File: src/rtl/dbba_pkg.sv
`timescale 1ns / 1ps
// Shared types and constants of the disk block bitmap allocator.
// No dependencies; the other files, apart from dbba_ram, refer to it by scoped names.
package dbba_pkg;

    localparam int BLK_W = 6;
    localparam int CNT_W = 7;

    localparam logic [2:0] OP_CONT   = 3'd0;
    localparam logic [2:0] OP_IBEGIN = 3'd1;
    localparam logic [2:0] OP_IDATA  = 3'd2;
    localparam logic [2:0] OP_LINK   = 3'd3;
    localparam logic [2:0] OP_CLEAR  = 3'd4;

    // Most blocks a linked request may claim (one beat per block).
    localparam logic [CNT_W-1:0] MAX_EMIT = 7'd64;

    typedef enum logic [2:0] {
        ST_OK      = 3'd0,
        ST_EXCEEDS = 3'd1,
        ST_TAKEN   = 3'd2,
        ST_FEW     = 3'd3,
        ST_INDEX   = 3'd4,
        ST_PENDING = 3'd5
    } t_status;

    typedef struct packed {
        logic [2:0]       opcode;
        logic [BLK_W-1:0] block;
        logic [CNT_W-1:0] count;
        logic             last;
    } t_in;

    typedef struct packed {
        t_status          status;
        logic [BLK_W-1:0] block_number;
        logic [BLK_W-1:0] end_block;
        logic             last_result;
    } t_out;

    typedef enum logic [4:0] {
        S_CLR,
        S_IDLE,
        S_DEC,
        S_DROP_RD,
        S_DROP_WR,
        S_COMMIT_RD,
        S_COMMIT_WR,
        S_IDX,
        S_IDX_RD,
        S_IDX_CHK,
        S_DATA_RD,
        S_DATA_CHK,
        S_CC_RD,
        S_CC_CHK,
        S_CM_RD,
        S_CM_WR,
        S_LS_RD,
        S_LS_CHK,
        S_LC_RD,
        S_LC_CHK,
        S_LA_RD,
        S_LA_CHK
    } t_state;

    typedef enum logic [1:0] {
        ADDR_HOLD,
        ADDR_ZERO,
        ADDR_BLK,
        ADDR_INC
    } t_addr_op;

    // Map entry is {pending, allocated}.
    typedef enum logic [2:0] {
        WR_CLEAR,
        WR_SET_PEND,
        WR_SET_ALLOC,
        WR_DROP,
        WR_COMMIT
    } t_wr_mode;

    typedef enum logic [2:0] {
        FLG_NONE,
        FLG_CLEAR,
        FLG_BEGIN_FAIL,
        FLG_BEGIN_OK,
        FLG_FAIL
    } t_flag_op;

    typedef enum logic [1:0] {
        BN_BLK,
        BN_ADDR,
        BN_ZERO
    } t_bn_sel;

    typedef enum logic [1:0] {
        END_ZERO,
        END_BLK,
        END_CEND
    } t_end_sel;

    typedef struct packed {
        logic     load;
        t_addr_op addr_op;
        logic     rd;
        logic     wr;
        t_wr_mode wr_mode;
        t_flag_op flag_op;
        logic     found_clr;
        logic     found_inc;
        logic     emit;
        t_status  emit_status;
        t_bn_sel  bn_sel;
        t_end_sel end_sel;
        logic     emit_last;
    } t_dp_cmd;

    typedef struct packed {
        logic [2:0] op;
        logic       last;
        logic       blk_oob;
        logic       cnt_zero;
        logic       cont_exceeds;
        logic       link_exceeds;
        logic       open;
        logic       failed;
        logic       dirty;
        logic       rd_alloc;
        logic       scan_end;
        logic       cont_end;
        logic       found_hit;
        logic       out_free;
    } t_dp_sts;

endpackage

File: src/rtl/dbba_ram.sv
`timescale 1ns / 1ps
// Generic simple dual-port RAM: one write port, one read port, registered read.
// Standalone; no package dependency.
module dbba_ram #(
    parameter int WIDTH = 2,
    parameter int DEPTH = 64,
    localparam int AW = (DEPTH > 1) ? $clog2(DEPTH) : 1
) (
    input  logic                 i_clk,
    input  logic                 i_wr_en,
    input  logic [AW-1:0]        i_wr_addr,
    input  logic [WIDTH-1:0]     i_wr_data,
    input  logic                 i_rd_en,
    input  logic [AW-1:0]        i_rd_addr,
    output logic [WIDTH-1:0]     o_rd_data
);
    logic [WIDTH-1:0] r_mem [DEPTH];
    logic [WIDTH-1:0] r_rd_data;

    always_ff @(posedge i_clk) begin
        if (i_wr_en) begin
            r_mem[i_wr_addr] <= i_wr_data;
        end
        if (i_rd_en) begin
            r_rd_data <= r_mem[i_rd_addr];
        end
    end

    assign o_rd_data = r_rd_data;

endmodule

File: src/rtl/dbba_dp.sv
`timescale 1ns / 1ps
// Datapath: item register, scan address and found counters, batch flags,
// block map RAM and output register. Uses dbba_pkg and dbba_ram.
module dbba_dp #(
    parameter int NUM_BLOCKS = 64
) (
    input  logic            i_clk,
    input  logic            i_rst_n,
    input  dbba_pkg::t_in   i_in_data,
    input  dbba_pkg::t_dp_cmd i_cmd,
    output dbba_pkg::t_dp_sts o_sts,
    input  logic            i_out_ready,
    output logic            o_out_valid,
    output dbba_pkg::t_out  o_out_data
);
    localparam int AW = (NUM_BLOCKS > 1) ? $clog2(NUM_BLOCKS) : 1;

    dbba_pkg::t_in  r_item;
    dbba_pkg::t_out r_out;
    dbba_pkg::t_out n_out;
    logic [AW-1:0]  r_addr, n_addr;
    logic [dbba_pkg::CNT_W-1:0] r_found, n_found;
    logic           r_open, n_open;
    logic           r_failed, n_failed;
    logic           r_dirty, n_dirty;
    logic           r_out_valid, n_out_valid;

    logic [1:0]     w_rd_data;
    logic [1:0]     w_wr_data;
    logic           w_rd_alloc;
    logic           w_rd_pend;
    logic [dbba_pkg::CNT_W-1:0] w_cend;

    dbba_ram #(
        .WIDTH (2),
        .DEPTH (NUM_BLOCKS)
    ) u_map (
        .i_clk     (i_clk),
        .i_wr_en   (i_cmd.wr),
        .i_wr_addr (r_addr),
        .i_wr_data (w_wr_data),
        .i_rd_en   (i_cmd.rd),
        .i_rd_addr (r_addr),
        .o_rd_data (w_rd_data)
    );

    assign w_rd_alloc = w_rd_data[0];
    assign w_rd_pend  = w_rd_data[1];
    assign w_cend     = dbba_pkg::CNT_W'(r_item.block) + r_item.count - 7'd1;

    always_comb begin
        case (i_cmd.wr_mode)
            dbba_pkg::WR_CLEAR:     w_wr_data = 2'b00;
            dbba_pkg::WR_SET_PEND:  w_wr_data = {1'b1, w_rd_alloc};
            dbba_pkg::WR_SET_ALLOC: w_wr_data = {w_rd_pend, 1'b1};
            dbba_pkg::WR_DROP:      w_wr_data = {1'b0, w_rd_alloc};
            dbba_pkg::WR_COMMIT:    w_wr_data = {1'b0, w_rd_alloc | w_rd_pend};
            default:                w_wr_data = 2'b00;
        endcase
    end

    // Status toward the controller.
    always_comb begin
        o_sts.op           = r_item.opcode;
        o_sts.last         = r_item.last;
        o_sts.blk_oob      = 32'(r_item.block) >= 32'(NUM_BLOCKS);
        o_sts.cnt_zero     = (r_item.count == '0);
        o_sts.cont_exceeds = (32'(r_item.block) + 32'(r_item.count)) > 32'(NUM_BLOCKS);
        o_sts.link_exceeds = (32'(r_item.block) >= 32'(NUM_BLOCKS))
                             || (r_item.count > dbba_pkg::MAX_EMIT);
        o_sts.open         = r_open;
        o_sts.failed       = r_failed;
        o_sts.dirty        = r_dirty;
        o_sts.rd_alloc     = w_rd_alloc;
        o_sts.scan_end     = 32'(r_addr) == 32'(NUM_BLOCKS - 1);
        o_sts.cont_end     = 32'(r_addr) == 32'(w_cend);
        o_sts.found_hit    = (r_found + 7'd1) == r_item.count;
        o_sts.out_free     = !r_out_valid || i_out_ready;
    end

    always_comb begin
        n_addr = r_addr;
        case (i_cmd.addr_op)
            dbba_pkg::ADDR_HOLD: n_addr = r_addr;
            dbba_pkg::ADDR_ZERO: n_addr = '0;
            dbba_pkg::ADDR_BLK:  n_addr = AW'(r_item.block);
            dbba_pkg::ADDR_INC:  n_addr = r_addr + 1'b1;
            default:             n_addr = r_addr;
        endcase

        n_found = r_found;
        if (i_cmd.found_clr) begin
            n_found = '0;
        end else if (i_cmd.found_inc) begin
            n_found = r_found + 7'd1;
        end

        n_open   = r_open;
        n_failed = r_failed;
        n_dirty  = r_dirty;
        if (i_cmd.wr && (i_cmd.wr_mode == dbba_pkg::WR_SET_PEND)) begin
            n_dirty = 1'b1;
        end
        case (i_cmd.flag_op)
            dbba_pkg::FLG_NONE: begin
            end
            dbba_pkg::FLG_CLEAR: begin
                n_open   = 1'b0;
                n_failed = 1'b0;
                n_dirty  = 1'b0;
            end
            dbba_pkg::FLG_BEGIN_FAIL: begin
                n_open   = !r_item.last;
                n_failed = !r_item.last;
            end
            dbba_pkg::FLG_BEGIN_OK: begin
                n_open   = 1'b1;
                n_failed = 1'b0;
            end
            dbba_pkg::FLG_FAIL: begin
                n_failed = 1'b1;
            end
            default: begin
            end
        endcase

        n_out_valid = r_out_valid;
        if (i_cmd.emit) begin
            n_out_valid = 1'b1;
        end else if (i_out_ready) begin
            n_out_valid = 1'b0;
        end

        n_out.status      = i_cmd.emit_status;
        n_out.last_result = i_cmd.emit_last;
        case (i_cmd.bn_sel)
            dbba_pkg::BN_BLK:  n_out.block_number = r_item.block;
            dbba_pkg::BN_ADDR: n_out.block_number = dbba_pkg::BLK_W'(r_addr);
            dbba_pkg::BN_ZERO: n_out.block_number = '0;
            default:           n_out.block_number = '0;
        endcase
        case (i_cmd.end_sel)
            dbba_pkg::END_ZERO: n_out.end_block = '0;
            dbba_pkg::END_BLK:  n_out.end_block = r_item.block;
            dbba_pkg::END_CEND: n_out.end_block = dbba_pkg::BLK_W'(w_cend);
            default:            n_out.end_block = '0;
        endcase
    end

    always_ff @(posedge i_clk) begin
        if (!i_rst_n) begin
            r_addr      <= '0;
            r_found     <= '0;
            r_open      <= 1'b0;
            r_failed    <= 1'b0;
            r_dirty     <= 1'b0;
            r_out_valid <= 1'b0;
        end else begin
            r_addr      <= n_addr;
            r_found     <= n_found;
            r_open      <= n_open;
            r_failed    <= n_failed;
            r_dirty     <= n_dirty;
            r_out_valid <= n_out_valid;
        end
    end

    always_ff @(posedge i_clk) begin
        if (i_cmd.load) begin
            r_item <= i_in_data;
        end
        if (i_cmd.emit) begin
            r_out <= n_out;
        end
    end

    assign o_out_valid = r_out_valid;
    assign o_out_data  = r_out;

endmodule

File: src/rtl/dbba_ctrl.sv
`timescale 1ns / 1ps
// Controller state machine: sequences map reads, writes, sweeps and beats.
// Uses dbba_pkg; drives the datapath only through t_dp_cmd.
module dbba_ctrl (
    input  logic              i_clk,
    input  logic              i_rst_n,
    input  logic              i_in_valid,
    output logic              o_in_ready,
    input  dbba_pkg::t_dp_sts i_sts,
    output dbba_pkg::t_dp_cmd o_cmd
);
    dbba_pkg::t_state r_state, n_state;

    always_ff @(posedge i_clk) begin
        if (!i_rst_n) begin
            r_state <= dbba_pkg::S_CLR;
        end else begin
            r_state <= n_state;
        end
    end

    always_comb begin
        n_state          = r_state;
        o_in_ready       = 1'b0;
        o_cmd            = '0;
        o_cmd.emit_last  = 1'b1;

        case (r_state)
            // Write every entry free; used after reset and by the clear opcode.
            dbba_pkg::S_CLR: begin
                o_cmd.wr      = 1'b1;
                o_cmd.wr_mode = dbba_pkg::WR_CLEAR;
                if (i_sts.scan_end) begin
                    o_cmd.flag_op = dbba_pkg::FLG_CLEAR;
                    n_state       = dbba_pkg::S_IDLE;
                end else begin
                    o_cmd.addr_op = dbba_pkg::ADDR_INC;
                end
            end

            dbba_pkg::S_IDLE: begin
                o_in_ready = 1'b1;
                if (i_in_valid) begin
                    o_cmd.load = 1'b1;
                    n_state    = dbba_pkg::S_DEC;
                end
            end

            dbba_pkg::S_DEC: begin
                case (i_sts.op)
                    dbba_pkg::OP_CONT: begin
                        if (i_sts.cont_exceeds) begin
                            if (i_sts.out_free) begin
                                o_cmd.emit        = 1'b1;
                                o_cmd.emit_status = dbba_pkg::ST_EXCEEDS;
                                n_state           = dbba_pkg::S_IDLE;
                            end
                        end else if (i_sts.cnt_zero) begin
                            if (i_sts.out_free) begin
                                o_cmd.emit        = 1'b1;
                                o_cmd.emit_status = dbba_pkg::ST_OK;
                                o_cmd.end_sel     = dbba_pkg::END_BLK;
                                n_state           = dbba_pkg::S_IDLE;
                            end
                        end else begin
                            o_cmd.addr_op = dbba_pkg::ADDR_BLK;
                            n_state       = dbba_pkg::S_CC_RD;
                        end
                    end
                    dbba_pkg::OP_IBEGIN: begin
                        if (i_sts.dirty) begin
                            o_cmd.addr_op = dbba_pkg::ADDR_ZERO;
                            n_state       = dbba_pkg::S_DROP_RD;
                        end else begin
                            o_cmd.flag_op = dbba_pkg::FLG_CLEAR;
                            n_state       = dbba_pkg::S_IDX;
                        end
                    end
                    dbba_pkg::OP_IDATA: begin
                        if (!i_sts.open) begin
                            if (i_sts.out_free) begin
                                o_cmd.emit        = 1'b1;
                                o_cmd.emit_status = dbba_pkg::ST_INDEX;
                                n_state           = dbba_pkg::S_IDLE;
                            end
                        end else if (i_sts.failed || i_sts.blk_oob) begin
                            if (i_sts.out_free) begin
                                o_cmd.emit        = 1'b1;
                                o_cmd.emit_status = i_sts.failed ? dbba_pkg::ST_TAKEN
                                                                 : dbba_pkg::ST_EXCEEDS;
                                if (!i_sts.last) begin
                                    o_cmd.flag_op = dbba_pkg::FLG_FAIL;
                                    n_state       = dbba_pkg::S_IDLE;
                                end else if (i_sts.dirty) begin
                                    o_cmd.addr_op = dbba_pkg::ADDR_ZERO;
                                    n_state       = dbba_pkg::S_DROP_RD;
                                end else begin
                                    o_cmd.flag_op = dbba_pkg::FLG_CLEAR;
                                    n_state       = dbba_pkg::S_IDLE;
                                end
                            end
                        end else begin
                            o_cmd.addr_op = dbba_pkg::ADDR_BLK;
                            n_state       = dbba_pkg::S_DATA_RD;
                        end
                    end
                    dbba_pkg::OP_LINK: begin
                        if (i_sts.link_exceeds) begin
                            if (i_sts.out_free) begin
                                o_cmd.emit        = 1'b1;
                                o_cmd.emit_status = dbba_pkg::ST_EXCEEDS;
                                n_state           = dbba_pkg::S_IDLE;
                            end
                        end else begin
                            o_cmd.addr_op = dbba_pkg::ADDR_BLK;
                            n_state       = dbba_pkg::S_LS_RD;
                        end
                    end
                    dbba_pkg::OP_CLEAR: begin
                        if (i_sts.out_free) begin
                            o_cmd.emit        = 1'b1;
                            o_cmd.emit_status = dbba_pkg::ST_OK;
                            o_cmd.bn_sel      = dbba_pkg::BN_ZERO;
                            o_cmd.addr_op     = dbba_pkg::ADDR_ZERO;
                            n_state           = dbba_pkg::S_CLR;
                        end
                    end
                    default: begin
                        if (i_sts.out_free) begin
                            o_cmd.emit        = 1'b1;
                            o_cmd.emit_status = dbba_pkg::ST_OK;
                            o_cmd.bn_sel      = dbba_pkg::BN_ZERO;
                            n_state           = dbba_pkg::S_IDLE;
                        end
                    end
                endcase
            end

            // Drop sweep: clear every pending bit, keep the allocated bits.
            dbba_pkg::S_DROP_RD: begin
                o_cmd.rd = 1'b1;
                n_state  = dbba_pkg::S_DROP_WR;
            end
            dbba_pkg::S_DROP_WR: begin
                o_cmd.wr      = 1'b1;
                o_cmd.wr_mode = dbba_pkg::WR_DROP;
                if (i_sts.scan_end) begin
                    o_cmd.flag_op = dbba_pkg::FLG_CLEAR;
                    n_state       = (i_sts.op == dbba_pkg::OP_IBEGIN) ? dbba_pkg::S_IDX
                                                                    : dbba_pkg::S_IDLE;
                end else begin
                    o_cmd.addr_op = dbba_pkg::ADDR_INC;
                    n_state       = dbba_pkg::S_DROP_RD;
                end
            end

            // Commit sweep: fold pending bits into the allocated bits.
            dbba_pkg::S_COMMIT_RD: begin
                o_cmd.rd = 1'b1;
                n_state  = dbba_pkg::S_COMMIT_WR;
            end
            dbba_pkg::S_COMMIT_WR: begin
                o_cmd.wr      = 1'b1;
                o_cmd.wr_mode = dbba_pkg::WR_COMMIT;
                if (i_sts.scan_end) begin
                    o_cmd.flag_op = dbba_pkg::FLG_CLEAR;
                    n_state       = dbba_pkg::S_IDLE;
                end else begin
                    o_cmd.addr_op = dbba_pkg::ADDR_INC;
                    n_state       = dbba_pkg::S_COMMIT_RD;
                end
            end

            dbba_pkg::S_IDX: begin
                if (i_sts.blk_oob) begin
                    if (i_sts.out_free) begin
                        o_cmd.emit        = 1'b1;
                        o_cmd.emit_status = dbba_pkg::ST_EXCEEDS;
                        o_cmd.flag_op     = dbba_pkg::FLG_BEGIN_FAIL;
                        n_state           = dbba_pkg::S_IDLE;
                    end
                end else begin
                    o_cmd.addr_op = dbba_pkg::ADDR_BLK;
                    n_state       = dbba_pkg::S_IDX_RD;
                end
            end
            dbba_pkg::S_IDX_RD: begin
                o_cmd.rd = 1'b1;
                n_state  = dbba_pkg::S_IDX_CHK;
            end
            dbba_pkg::S_IDX_CHK: begin
                if (i_sts.out_free) begin
                    o_cmd.emit = 1'b1;
                    n_state    = dbba_pkg::S_IDLE;
                    if (i_sts.rd_alloc) begin
                        o_cmd.emit_status = dbba_pkg::ST_INDEX;
                        o_cmd.flag_op     = dbba_pkg::FLG_BEGIN_FAIL;
                    end else if (i_sts.last) begin
                        // Index block alone commits at once.
                        o_cmd.wr          = 1'b1;
                        o_cmd.wr_mode     = dbba_pkg::WR_SET_ALLOC;
                        o_cmd.emit_status = dbba_pkg::ST_OK;
                    end else begin
                        o_cmd.wr          = 1'b1;
                        o_cmd.wr_mode     = dbba_pkg::WR_SET_PEND;
                        o_cmd.flag_op     = dbba_pkg::FLG_BEGIN_OK;
                        o_cmd.emit_status = dbba_pkg::ST_PENDING;
                    end
                end
            end

            dbba_pkg::S_DATA_RD: begin
                o_cmd.rd = 1'b1;
                n_state  = dbba_pkg::S_DATA_CHK;
            end
            dbba_pkg::S_DATA_CHK: begin
                if (i_sts.out_free) begin
                    o_cmd.emit = 1'b1;
                    if (i_sts.rd_alloc) begin
                        o_cmd.emit_status = dbba_pkg::ST_TAKEN;
                        if (i_sts.last) begin
                            // Open non-failed batch always holds its index block.
                            o_cmd.addr_op = dbba_pkg::ADDR_ZERO;
                            n_state       = dbba_pkg::S_DROP_RD;
                        end else begin
                            o_cmd.flag_op = dbba_pkg::FLG_FAIL;
                            n_state       = dbba_pkg::S_IDLE;
                        end
                    end else if (i_sts.last) begin
                        o_cmd.wr          = 1'b1;
                        o_cmd.wr_mode     = dbba_pkg::WR_SET_ALLOC;
                        o_cmd.emit_status = dbba_pkg::ST_OK;
                        o_cmd.addr_op     = dbba_pkg::ADDR_ZERO;
                        n_state           = dbba_pkg::S_COMMIT_RD;
                    end else begin
                        o_cmd.wr          = 1'b1;
                        o_cmd.wr_mode     = dbba_pkg::WR_SET_PEND;
                        o_cmd.emit_status = dbba_pkg::ST_PENDING;
                        n_state           = dbba_pkg::S_IDLE;
                    end
                end
            end

            // Contiguous check pass over the requested range.
            dbba_pkg::S_CC_RD: begin
                o_cmd.rd = 1'b1;
                n_state  = dbba_pkg::S_CC_CHK;
            end
            dbba_pkg::S_CC_CHK: begin
                if (i_sts.rd_alloc) begin
                    if (i_sts.out_free) begin
                        o_cmd.emit        = 1'b1;
                        o_cmd.emit_status = dbba_pkg::ST_TAKEN;
                        o_cmd.bn_sel      = dbba_pkg::BN_ADDR;
                        n_state           = dbba_pkg::S_IDLE;
                    end
                end else if (i_sts.cont_end) begin
                    o_cmd.addr_op = dbba_pkg::ADDR_BLK;
                    n_state       = dbba_pkg::S_CM_RD;
                end else begin
                    o_cmd.addr_op = dbba_pkg::ADDR_INC;
                    n_state       = dbba_pkg::S_CC_RD;
                end
            end

            // Contiguous mark pass.
            dbba_pkg::S_CM_RD: begin
                o_cmd.rd = 1'b1;
                n_state  = dbba_pkg::S_CM_WR;
            end
            dbba_pkg::S_CM_WR: begin
                if (i_sts.cont_end) begin
                    if (i_sts.out_free) begin
                        o_cmd.wr          = 1'b1;
                        o_cmd.wr_mode     = dbba_pkg::WR_SET_ALLOC;
                        o_cmd.emit        = 1'b1;
                        o_cmd.emit_status = dbba_pkg::ST_OK;
                        o_cmd.end_sel     = dbba_pkg::END_CEND;
                        n_state           = dbba_pkg::S_IDLE;
                    end
                end else begin
                    o_cmd.wr      = 1'b1;
                    o_cmd.wr_mode = dbba_pkg::WR_SET_ALLOC;
                    o_cmd.addr_op = dbba_pkg::ADDR_INC;
                    n_state       = dbba_pkg::S_CM_RD;
                end
            end

            // Linked start block check.
            dbba_pkg::S_LS_RD: begin
                o_cmd.rd = 1'b1;
                n_state  = dbba_pkg::S_LS_CHK;
            end
            dbba_pkg::S_LS_CHK: begin
                if (i_sts.rd_alloc || i_sts.cnt_zero) begin
                    if (i_sts.out_free) begin
                        o_cmd.emit        = 1'b1;
                        o_cmd.emit_status = i_sts.rd_alloc ? dbba_pkg::ST_TAKEN
                                                           : dbba_pkg::ST_OK;
                        n_state           = dbba_pkg::S_IDLE;
                    end
                end else begin
                    o_cmd.addr_op   = dbba_pkg::ADDR_ZERO;
                    o_cmd.found_clr = 1'b1;
                    n_state         = dbba_pkg::S_LC_RD;
                end
            end

            // Linked count pass: enough free blocks?
            dbba_pkg::S_LC_RD: begin
                o_cmd.rd = 1'b1;
                n_state  = dbba_pkg::S_LC_CHK;
            end
            dbba_pkg::S_LC_CHK: begin
                if (!i_sts.rd_alloc && i_sts.found_hit) begin
                    o_cmd.addr_op   = dbba_pkg::ADDR_ZERO;
                    o_cmd.found_clr = 1'b1;
                    n_state         = dbba_pkg::S_LA_RD;
                end else if (i_sts.scan_end) begin
                    if (i_sts.out_free) begin
                        o_cmd.emit        = 1'b1;
                        o_cmd.emit_status = dbba_pkg::ST_FEW;
                        n_state           = dbba_pkg::S_IDLE;
                    end
                end else begin
                    o_cmd.found_inc = !i_sts.rd_alloc;
                    o_cmd.addr_op   = dbba_pkg::ADDR_INC;
                    n_state         = dbba_pkg::S_LC_RD;
                end
            end

            // Linked claim pass: one beat per claimed block.
            dbba_pkg::S_LA_RD: begin
                o_cmd.rd = 1'b1;
                n_state  = dbba_pkg::S_LA_CHK;
            end
            dbba_pkg::S_LA_CHK: begin
                if (i_sts.rd_alloc) begin
                    o_cmd.addr_op = dbba_pkg::ADDR_INC;
                    n_state       = dbba_pkg::S_LA_RD;
                end else if (i_sts.out_free) begin
                    o_cmd.wr          = 1'b1;
                    o_cmd.wr_mode     = dbba_pkg::WR_SET_ALLOC;
                    o_cmd.emit        = 1'b1;
                    o_cmd.emit_status = dbba_pkg::ST_OK;
                    o_cmd.bn_sel      = dbba_pkg::BN_ADDR;
                    o_cmd.emit_last   = i_sts.found_hit;
                    if (i_sts.found_hit) begin
                        n_state = dbba_pkg::S_IDLE;
                    end else begin
                        o_cmd.found_inc = 1'b1;
                        o_cmd.addr_op   = dbba_pkg::ADDR_INC;
                        n_state         = dbba_pkg::S_LA_RD;
                    end
                end
            end

            default: begin
                n_state = dbba_pkg::S_IDLE;
            end
        endcase
    end

endmodule

File: src/rtl/disk_block_bitmap_allocator_top.sv
`timescale 1ns / 1ps
// Top level of the disk block bitmap allocator.
// Depends on dbba_pkg, dbba_ctrl, dbba_dp (which holds the dbba_ram map).
//
// Usage
//   Input channel (i_in_valid / o_in_ready / i_in_data) takes one command
//   beat: contiguous, indexed begin, indexed data, linked or clear. Output
//   channel (o_out_valid / i_out_ready / o_out_data) returns result beats;
//   the final beat of each command has last_result set. Only linked
//   allocation returns more than one beat (one per claimed block).
// Sequencing
//   One command is in flight at a time. Every walk over the map goes
//   through the one read port of the block map RAM: a contiguous check
//   and mark, a linked request, and a batch commit or drop after the
//   triggering beat. A clear sweeps the map after its result beat.
// Reset
//   After reset the block sweeps the map free with o_in_ready low,
//   then opens for commands.
// Back-pressure
//   One output register parts the channels; while it holds an untaken beat
//   the walk stalls at the next beat it must send, and nothing is lost.
module disk_block_bitmap_allocator_top #(
    parameter int NUM_BLOCKS = 64
) (
    input  logic           i_clk,
    input  logic           i_rst_n,
    input  logic           i_in_valid,
    output logic           o_in_ready,
    input  dbba_pkg::t_in  i_in_data,
    output logic           o_out_valid,
    input  logic           i_out_ready,
    output dbba_pkg::t_out o_out_data
);
    dbba_pkg::t_dp_cmd w_cmd;
    dbba_pkg::t_dp_sts w_sts;

    // Sequence each command.
    dbba_ctrl u_ctrl (
        .i_clk      (i_clk),
        .i_rst_n    (i_rst_n),
        .i_in_valid (i_in_valid),
        .o_in_ready (o_in_ready),
        .i_sts      (w_sts),
        .o_cmd      (w_cmd)
    );

    // Hold the map, the batch flags and the output beat.
    dbba_dp #(
        .NUM_BLOCKS (NUM_BLOCKS)
    ) u_dp (
        .i_clk       (i_clk),
        .i_rst_n     (i_rst_n),
        .i_in_data   (i_in_data),
        .i_cmd       (w_cmd),
        .o_sts       (w_sts),
        .i_out_ready (i_out_ready),
        .o_out_valid (o_out_valid),
        .o_out_data  (o_out_data)
    );

endmodule

File: config.mk
export PLATFORM = sky130hd
export DESIGN_NAME = disk_block_bitmap_allocator_top
export DESIGN_NICKNAME = d
export VERILOG_FILES = /design/src/rtl/dbba_pkg.sv /design/src/rtl/dbba_ram.sv /design/src/rtl/dbba_dp.sv /design/src/rtl/dbba_ctrl.sv /design/src/rtl/disk_block_bitmap_allocator_top.sv
export SDC_FILE = /design/constraint.sdc
export NUM_CORES = 1
export LEC_CHECK = 0
export BUFFER_PORTS_ARGS = -buffer_cell sky130_fd_sc_hd__buf_2
export CORE_ASPECT_RATIO = 2
export CORE_UTILIZATION = 55
export CTS_CLUSTER_DIAMETER = 60
export DETAILED_ROUTE_END_ITERATION = 8
export GPL_TIMING_DRIVEN = 0
export PLACE_DENSITY = 0.71
export SETUP_SLACK_MARGIN = 0.4
export SLEW_MARGIN = 20
export SYNTH_ARGS = -nofsm -noshare
export SYNTH_HDL_FRONTEND = slang
export SYNTH_SLANG_ARGS = --single-unit
File: constraint.sdc
create_clock -name i_clk -period 12.47 [get_ports i_clk]
set_input_delay 1.247 -clock i_clk [delete_from_list [all_inputs] [get_ports i_clk]]
set_output_delay 1.247 -clock i_clk [all_outputs]
set_load 0.02 [all_outputs]
# Yosys cells after proc, flatten, opt, wreduce, memory -nomap -nowiden
# Memory sizes are Yosys's and may differ from the RTL's. A register that Yosys moved wholly into a read port is not among the register bits.
# Cells that the tools add are included.
totals:
  ff_bits: 55
  latch_bits: 0
  ramBits: 128
  mem_bits_ro: 0
  inputBits: 21
  word_cells: 226
  n_memories: 1
op_classes:
  add_sub_neg: 5
  multipliers: 0
  div_mod_pow: 0
  n_lt_le_gt_ge: 2
  eq_ne: 48
  shift: 0
  n_mux: 128
  n_bitwise: 4
  n_reduce_logical: 23
memory_table:
  columns: ["name", "depth", "word_bits", "read_ports", "rd_ports_with_merged_regs", "write_ports", "line", "text"]
  rows:
  - ["u_dp.u_map.r_mem", 64, 2, 1, 1, 1, "dbba_ram.sv:17", "logic [WIDTH-1:0] r_mem [DEPTH];"]
op_table:
  columns: ["op", "n"]
  rows:
  - ["$mux W5", 22]
  - ["$pmux W5 S22", 1]
  - ["$mux W4", 19]
  - ["$mux W2", 26]
  - ["$mux W3", 15]
  - ["$eq A5 B4 Y1 const B", 8]
  - ["$gt A32 B7 Y1 const B", 1]
  - ["$pmux W4 S8", 1]
  - ["$eq A5 B5 Y1 const B", 6]
  - ["$mux W7", 4]
  - ["$pmux W4 S7", 1]
  - ["$pmux W5 S5", 1]
  - ["$pmux W6 S2", 2]
  - ["$eq A5 B3 Y1 const B", 4]
  - ["$mux W1", 20]
  - ["$eq A3 B2 Y1 const B", 6]
  - ["$mux W6", 3]
  - ["$pmux W2 S9", 1]
  - ["$pmux W6 S3", 1]
  - ["$pmux W4 S4", 1]
  - ["$pmux W3 S4", 1]
  - ["$eq A5 B2 Y1 const B", 2]
  - ["$pmux W2 S5", 1]
  - ["$eq A3 B1 Y1 const B", 3]
  - ["40 further kinds", 60]

# Logic depth before layout (Yosys ltp)
# Gate-level depths: netlist (run 1).
logic_depth:
  depth_word: 10
  depth_mapped: 15
  mapped_depth_nobuf: 15

# By module
# Synthesis (run 1) repeated with hierarchy kept, for this count alone.
hier_totals:
  hier_cells: 897
  area_unflattened_um2: 10238.6
by_module_without_submodules:
  columns: ["mod", "instances", "cells_each", "area_each_um2"]
  rows:
  - ["dbba_ram", 1, 315, 5509.0]
  - ["dbba_dp", 1, 315, 3098.0]
  - ["dbba_ctrl", 1, 267, 1631.6]

# Least setup slack after synthesis (run 1)
# Ideal clock, no wire load.
synth_path:
  kind: "flip-flop to flip-flop"
  startpoint: "register u_dp.r_item[2] (netlist bit)"
  endpoint: "memory u_dp.u_map.r_mem[0][1] (data pin)"
  arrival_time_ns: 3.758
  required_ns: 11.951
  slack_ns: 8.193
  path_stages_with_launch: 16
  path_buffers: 1
  period_less_slack_ns: 4.277
  cell_sequence: "edfxtp_1 > inv_1 > ha_1 > inv_1 > ha_1 > inv_1 > fa_1 > nand2b_1 > o2bb2ai_1 > xnor3_1 > nor4_2 > a21oi_1 > o22a_1 > clkbuf_1 > o221ai_1 > nand2b_1"
synth_via:
  elab_chain_cells: 7
synth_rtl:
  columns: ["element", "line", "text"]
  rows:
  - ["start: declaration", "dbba_dp.sv:18", "dbba_pkg::t_in r_item;"]
  - ["start signal: assignment", "dbba_dp.sv:170", "r_item <= i_in_data;"]
  - ["$add A6 B7 Y7 *", "dbba_dp.sv:49", "assign w_cend = dbba_pkg::CNT_W'(r_item.block) + r_item.count - 7'd1;"]
  - ["$sub A7 B1 Y7 *", "dbba_dp.sv:49", null]
  - ["$eq A6 B7 Y1 *", "dbba_dp.sv:76", "o_sts.cont_end = 32'(r_addr) == 32'(w_cend);"]
  - ["$mux W4 *", "dbba_ctrl.sv:272", "if (i_sts.cont_end) begin"]
  - ["$pmux W4 S7 *", "dbba_ctrl.sv:28", "case (r_state)"]
  - ["$eq A3 B3 Y1, or another cell as far along", "dbba_dp.sv:52", "case (i_cmd.wr_mode)"]
  - ["$pmux W2 S4 *", "dbba_dp.sv:52", null]
  - ["named net u_dp.u_map.i_wr_data[1]", "dbba_ram.sv:12", "input logic [WIDTH-1:0] i_wr_data,"]
  - ["end: declaration", "dbba_ram.sv:17", null]
# Mark *: on every way through the listed nets, which the timed path passes. The rest lies on a longest branch.

# Worst setup path in the final report (run 1)
layout_path:
  startpoint: "register u_dp.r_item[2] (netlist bit)"
  endpoint: "memory u_dp.u_map.r_mem[32][0] (enable)"
layout_via:
  elab_chain_cells: 7
layout_rtl:
  columns: ["element", "line", "text"]
  rows:
  - ["$add A6 B7 Y7", "dbba_dp.sv:49", null]
  - ["$sub A7 B1 Y7", "dbba_dp.sv:49", null]
  - ["$eq A6 B7 Y1", "dbba_dp.sv:76", null]
  - ["$mux W4", "dbba_ctrl.sv:272", null]
  - ["$pmux W4 S7", "dbba_ctrl.sv:28", null]
  - ["$mux W1", "dbba_ram.sv:21", "if (i_wr_en) begin"]
  - ["$mux W1 (implied by the code)", "dbba_ram.sv:22", "r_mem[i_wr_addr] <= i_wr_data;"]
# Every way passes these cells.

==> metrics.yaml, run 1 <==
drc_errors: 0
place.gp.congestion: 0.978
slowest_delay_ns: 1.07
yosysUniqueCellTypes: 76
grt_overflow_total: 0
crit_path_frequent_cell: "inv_1"
crit_path_max_fanout: 10
period_share_pct: 40.6
tightest_slew_ns: 1.16
skew_ns: 0.0130
slew_headroom_pct: 21.9
vias: 7681
ir_drop_uv: 143
htree_levels: 4
status: "complete, no violations"
drtAntennaViolNets: 0
grt_pass1_vias: 7739
fill_cells: 1398
path_clk_slew_ns: 0.08
cts_max_path_buffers: 2
synthCells: 872
areaGrowthSynthToFinish_pct: 12.3
worstSetupPathType: "reg2reg"
die-area_um2: 18000
grt_pass1_wl_um: 44200
dp_cells: 1125
cts-root-buf: "clkbuf_16"
crit_chain: "inv_1, ha_1, inv_1, ha_1, inv_1, fa_1, nand2b_1, o2bb2ai_1, xnor3_1, nor4_2, a21oi_1, o22a_1, clkbuf_1, o31ai_2, nor2_1"
hpwl_um: 21100
cpMaxStageDelayCell: "o31ai_2"
setup_viol: 0
cts_inserted_buffers: 17
syn_area_um2: 9580
layout_setup_ws_ns: 7.40
die_w_um: 95.3
wirelength_um: 29200
final_cells: 1157
synthFlopType: "edfxtp_1"
clkLatencyLatePin_ns: 0.45
num-nets-final: 981
cp.arrival_ns: 5.21
max_cap_violations: 0
whs_ns: 0.547
grt_usage_pct: 34.5
path_buf_inv: 4
endpoint_kind: "register"
yosysWarnings: 0
maxSlewViolCount: 0
diodes: 0
cp.required_ns: 12.62
ys_ff_latch: 185
fin_tns_setup_ns: 0
cp_top_family: "compound AO/OA/AOI/OAI gates"
ys_seq_area_share_pct: 55.7
grt_max_degree: 44
start_kind: "register"
fin_util_pct: 63.5
viasPerCell: 6.64
antenna_found_initial: 0
final_hold_viol_count: 0
clkSinkCount: 185
rsz0062_at_grt: "no"
fp.dieH_um: 189
postSynth.asyncResetShare_pct: 0
synth_fp_nets: 916
regArea_um2: 5340
multi_input_area_um2: 3960
cts_resized: 0
core_area_um2: 16900
drt-wirelength-per-cell_um: 25.3
max_freq_ghz: 0.197
core.rowCount: 67
period_needed_ns: 5.07
pre_cts_ws_ns: 7.44
start_util_pct: 56.5
numPortBuffers: 38
ctsHoldBuffers: 0
cts_setup_buffers: 0
drive_above_1_share_pct: 11.1
drtIter0Drc: 569
synth_edf_count: 163
cts_tree: "built"
syn_area_per_cell_um2: 11.0
p_leak_uw: 0.00369
power.density_nw_per_um2: 117
drtPass1Iterations: 5
io_pins: 39
hold_class: "reg2reg"
-- through the flow --
step                instance area, um^2  power (uW)
floorplan                          9580         709
global placement                  10000         731
detailed placement                10200         734
CTS                               10700        1260
global route                      10800        1280
finish                            10800        1260
-- logic make-up (layout without fill, tap and decap cells) --
group / count (synthesis) / in the layout / synth area share (%)
AO/OA/AOI/OAI: 247 / 247 / 19.2
XOR/XNOR: 29 / 29 / 2.94
adder cells (fa/ha/maj): 23 / 23 / 3.16
buffers and inverters: 85 / 163 / 3.38
flip-flops: 185 / 185 / 55.7
multiplexers: 4 / 4 / 0.418
AND/OR/NAND/NOR: 299 / 299 / 15.1
-- layout by cell type (no fill, tap or decap), types with 5 or more instances in the layout --
| master | netlist | routed |
|---|---|---|
| a21oi_1 | 39 | 38 |
| a221oi_1 | 18 | 18 |
| a22o_1 | 19 | 19 |
| a22oi_1 | 39 | 39 |
| a31oi_1 | 22 | 22 |
| and2_1 | 6 | 6 |
| and3_1 | 11 | 11 |
| buf_1 | 6 | 6 |
| buf_2 | 1 | 39 |
| buf_4 | 1 | 5 |
| clkbuf_1 | 45 | 45 |
| clkbuf_16 | 0 | 17 |
| dfxtp_1 | 22 | 22 |
| edfxtp_1 | 163 | 163 |
| ha_1 | 21 | 21 |
| inv_1 | 31 | 31 |
| nand2_1 | 57 | 57 |
| nand2b_1 | 18 | 17 |
| nand3_1 | 16 | 16 |
| nand4_1 | 8 | 8 |
| nor2_1 | 118 | 118 |
| nor2b_1 | 9 | 9 |
| nor3_1 | 13 | 12 |
| nor4_1 | 8 | 8 |
| o211ai_1 | 8 | 8 |
| o21ai_0 | 19 | 19 |
| o31ai_1 | 10 | 10 |
| o31ai_2 | 8 | 6 |
| or3_1 | 7 | 7 |
| xnor2_1 | 18 | 18 |
| xor2_1 | 9 | 9 |
-- per-layer routing --
metal	vias to the layer above	track usage, %	wire length (um)
li1	3479	-	-
met1	3691	34.4	9420
met2	370	61.3	15800
met3	141	6.21	1720
met4	0	25.6	2300
met5	-	0	0
-- worst reg2reg max path, stage by stage (launching register included) --
cell,delay [ns]
edfxtp_1,0.47
inv_1,0.12
ha_1,0.34
inv_1,0.08
ha_1,0.16
inv_1,0.05
fa_1,0.40
nand2b_1,0.16
o2bb2ai_1,0.16
xnor3_1,0.22
nor4_2,0.57
a21oi_1,0.21
o22a_1,0.23
clkbuf_1,0.33
o31ai_2,1.07
nor2_1,0.19
-- where the power goes --
| part | internal, uW | total, uW | switching (uW) |
|---|---|---|---|
| Sequential | 668 | 669 | 1.52 |
| Clock | 280 | 534 | 254 |
| Combinational | 16.1 | 52.7 | 36.7 |
| Total | 964 | 1260 | 292 |
-- cell type report --
type                       instances  share of cell area [%]
sequential                       185                    49.6
timing repair buffer              46                    2.85
buffer                            53                    1.90
inverter                          32                    1.12
tap                              207                    2.41
clock inverter                    15                    1.30
clock buffer                      17                    3.96
multi-input combinational        602                    36.8
-- flip-flops by register name, indices dropped and copies added (netlist names), 2 cells and up --
register and count:
u_ctrl.r_state 5, u_dp.o_out_data 16, u_dp.o_sts 4, u_dp.r_addr 6
u_dp.r_found 7, u_dp.r_item 13, u_dp.u_map.o_rd_data 2, u_dp.u_map.r_mem 128
-- synth_stat cells, types with 6 or more instances --
master    count  share of area [%]
edfxtp_1    163                 51
nor2_1      118                4.6
nand2_1      57                2.2
clkbuf_1     45                1.8
a21oi_1      39                2.0
a22oi_1      39                3.1
inv_1        31                1.2
a31oi_1      22                1.4
dfxtp_1      22                4.6
ha_1         21                2.7
a22o_1       19                1.7
o21ai_0      19               0.99
a221oi_1     18                1.6
nand2b_1     18                1.2
xnor2_1      18                1.6
nand3_1      16               0.84
nor3_1       13               0.68
and3_1       11               0.72
o31ai_1      10               0.78
nor2b_1       9               0.59
xor2_1        9               0.82
nand4_1       8               0.52
nor4_1        8               0.52
o211ai_1      8               0.63
o31ai_2       8                1.0
nor3b_1       7               0.55
or3_1         7               0.46
and2_1        6               0.39
buf_1         6               0.24
-- final timing paths --
| kind | from | end | slack [ns] | depth (start not counted) |
|---|---|---|---|---|
| min reg2reg | u_dp.r_found[6] | u_dp.r_found[6] | 0.55 | 2 |
| max reg2reg | u_dp.r_item[2] | u_dp.u_map.r_mem[32][0] | 7.40 | 15 |
| min | u_dp.r_found[6] | u_dp.r_found[6] | 0.55 | 2 |
| max | u_dp.r_item[2] | u_dp.u_map.r_mem[32][0] | 7.40 | 15 |
Power figures use the tool's default switching activity.
==> inputs of run 2 (changes only) <==
--- a/config.mk
+++ b/config.mk
@@ -11,7 +11,7 @@
 export CTS_CLUSTER_DIAMETER = 60
 export DETAILED_ROUTE_END_ITERATION = 8
 export GPL_TIMING_DRIVEN = 0
-export PLACE_DENSITY = 0.71
+export PLACE_DENSITY = 0.74
 export SETUP_SLACK_MARGIN = 0.4
 export SLEW_MARGIN = 20
 export SYNTH_ARGS = -nofsm -noshare
==> constraint.sdc (replaced) <==
create_clock -name i_clk -period 4.5 [get_ports i_clk]
set_input_delay 0.45 -clock i_clk [delete_from_list [all_inputs] [get_ports i_clk]]
set_output_delay 0.45 -clock i_clk [all_outputs]
set_load 0.02 [all_outputs]
==> run 2 against run 1 <==
First-iteration DRC count increased by 15%. Wire length increased by 6.1%. Die area unchanged. Count of clock-buffer cells in the layout unchanged. Register-to-register slack got worse by 6.8 ns. Cell area increased by 3.2%. Sequential cell count unchanged. Critical path depth unchanged. Critical path type unchanged. Largest cell class unchanged.
==> metrics.yaml, run 2 (synthesized netlist as in run 1, its figures left out) <==
seqPwrFrac_pct: 52.0
io_pins: 39
drive_above_1_share_pct: 13.6
crit_chain: "inv_1, ha_1, inv_1, ha_1, inv_1, fa_1, xnor2_1, xor2_1, nor4_4, a21oi_1, o22a_1, buf_6, o221ai_4, buf_4, nand2b_4"
die_w_um: 95.3
die-area_um2: 18000
core_area_um2: 16900
grt_pass1_wl_um: 45500
post_dp_cell_area_um2: 10100
critPathCapture: "u_dp.u_map.r_mem[34][1]"
final_cells: 1176
cts_tree: "built"
diodes: 0
cp_top_family: "adder cells"
grt_max_degree: 39
fill_cells: 1365
hold_class: "in2reg"
design_area_um2: 11100
grt_pass1_vias: 7896
period_share_pct: 86.4
max_freq_ghz: 0.257
swShare_pct: 24.0
dp_cells: 1122
areaGrowthSynthToFinish_pct: 15.8
wirelength_um: 31000
htree_levels: 4
p_total_uw: 3570
skew_ns: 0.0124
drtPass1Iterations: 7
drc_errors: 0
numPortBuffers: 38
multi_input_area_um2: 4110
path_buf_inv: 5
crit_path_max_fanout: 16
rsz0062_at_grt: "no"
cts-root-buf: "clkbuf_16"
grt_usage_pct: 35.6
crit_path_frequent_cell: "inv_1"
power.density_nw_per_um2: 322
fin_tns_setup_ns: 0
cpMaxStageDelayCell: "edfxtp_1"
cp.arrival_ns: 4.04
regArea_um2: 5340
num-nets-final: 1000
path_clk_slew_ns: 0.08
p_leak_uw: 0.00376
start_kind: "register"
r2r-end: "u_dp.u_map.r_mem[34][1]"
critPathLaunch: "u_dp.r_item[9]"
antenna_found_initial: 1
start_util_pct: 56.5
period_needed_ns: 3.89
max_cap_violations: 0
path_depth: 15
place.gp.congestion: 0.999
ir_drop_uv: 343
largest_register: "u_dp.u_map.r_mem"
drt-wirelength-per-cell_um: 26.4
reg2reg_slack_ns: 0.61
internal-power_uw: 2710
final_hold_viol_count: 0
slowest_delay_ns: 0.47
clkSinkCount: 185
viasPerCell: 6.84
clkPwrFrac_pct: 43.1
worstSetupPathType: "reg2reg"
timing.rr.start: "u_dp.r_item[9]"
tightest_slew_ns: 1.12
drtIter0Drc: 653
fin_util_pct: 65.5
fp.dieH_um: 189
cts_inserted_buffers: 17
final_cell_mix: "edfxtp_1, nor2_1, nand2_1"
vias: 8049
cts_max_path_buffers: 2
endpoint_kind: "register"
p_switching_uw: 856
grt_overflow_total: 0
largest_register_ff_count: 128
worst_r2r_path_depth: 15
slew_headroom_pct: 24.7
setup_viol: 0
clkLatencyLatePin_ns: 0.45
drtAntennaViolNets: 0
maxSlewViolCount: 0
core.rowCount: 67
layout_commonest_cell: "edfxtp_1"
ctsHoldBuffers: 0
cp.required_ns: 4.65
combPwrFrac_pct: 4.9
hpwl_um: 21200
status: "complete, no violations"
-- run 2: worst min-delay path by stage --
stage / from / endpoint / slack (ns) / cells past startpoint
after floorplan: u_dp.r_found[6] / u_dp.r_found[6] / 0.50 / 2
after global placement: u_dp.r_found[6] / u_dp.r_found[6] / 0.52 / 2
after detailed placement: u_dp.r_found[6] / u_dp.r_found[6] / 0.53 / 2
after CTS: i_in_data[16] / u_dp.o_sts[15] / 0.17 / 1
after global routing: i_in_data[2] / u_dp.r_item[2] / 0.18 / 1
final: i_in_data[16] / u_dp.o_sts[15] / 0.17 / 1
-- run 2: per-layer routing --
| layer | track usage [%] | wire [um] |
|---|---|---|
| met5 | 0 | 0 |
| met2 | 62.0 | 16000 |
| met3 | 6.01 | 2480 |
| met4 | 29.5 | 2940 |
| met1 | 35.4 | 9580 |
-- run 2: area by class of cell --
type / instances / share of cell area [%]
flip-flops and latches: 185 / 48.1
multi-input cells: 605 / 37.0
repair buffers: 62 / 4.05
clock buffers: 17 / 3.84
well taps: 207 / 2.34
plain buffers: 53 / 1.92
clock inverters: 15 / 1.64
inverters: 32 / 1.08
-- run 2: power by group through the flow --
stage,Clock (uW),Combinational (uW),Sequential [uW]
global placement,0,137,1890
CTS,1530,166,1860
floorplan,0,79.4,1890
global route,1600,180,1860
finish,1540,174,1860
detailed placement,0,147,1890
-- run 2: per-stage QoR --
step	hold slack [ns]	setup WS, ns
after floorplan	0.500	0.424
after global placement	0.518	-0.883
after detailed placement	0.529	-0.504
after CTS	0.170	0.455
after global routing	0.176	0.435
final	0.171	0.612
-- run 2: repair_timing --
item,CTS,global route
buffers inserted,13,6
pin swaps,9,3
endpoints found under the setup margin,269,210
cloned,2,1
resized for setup,16,5
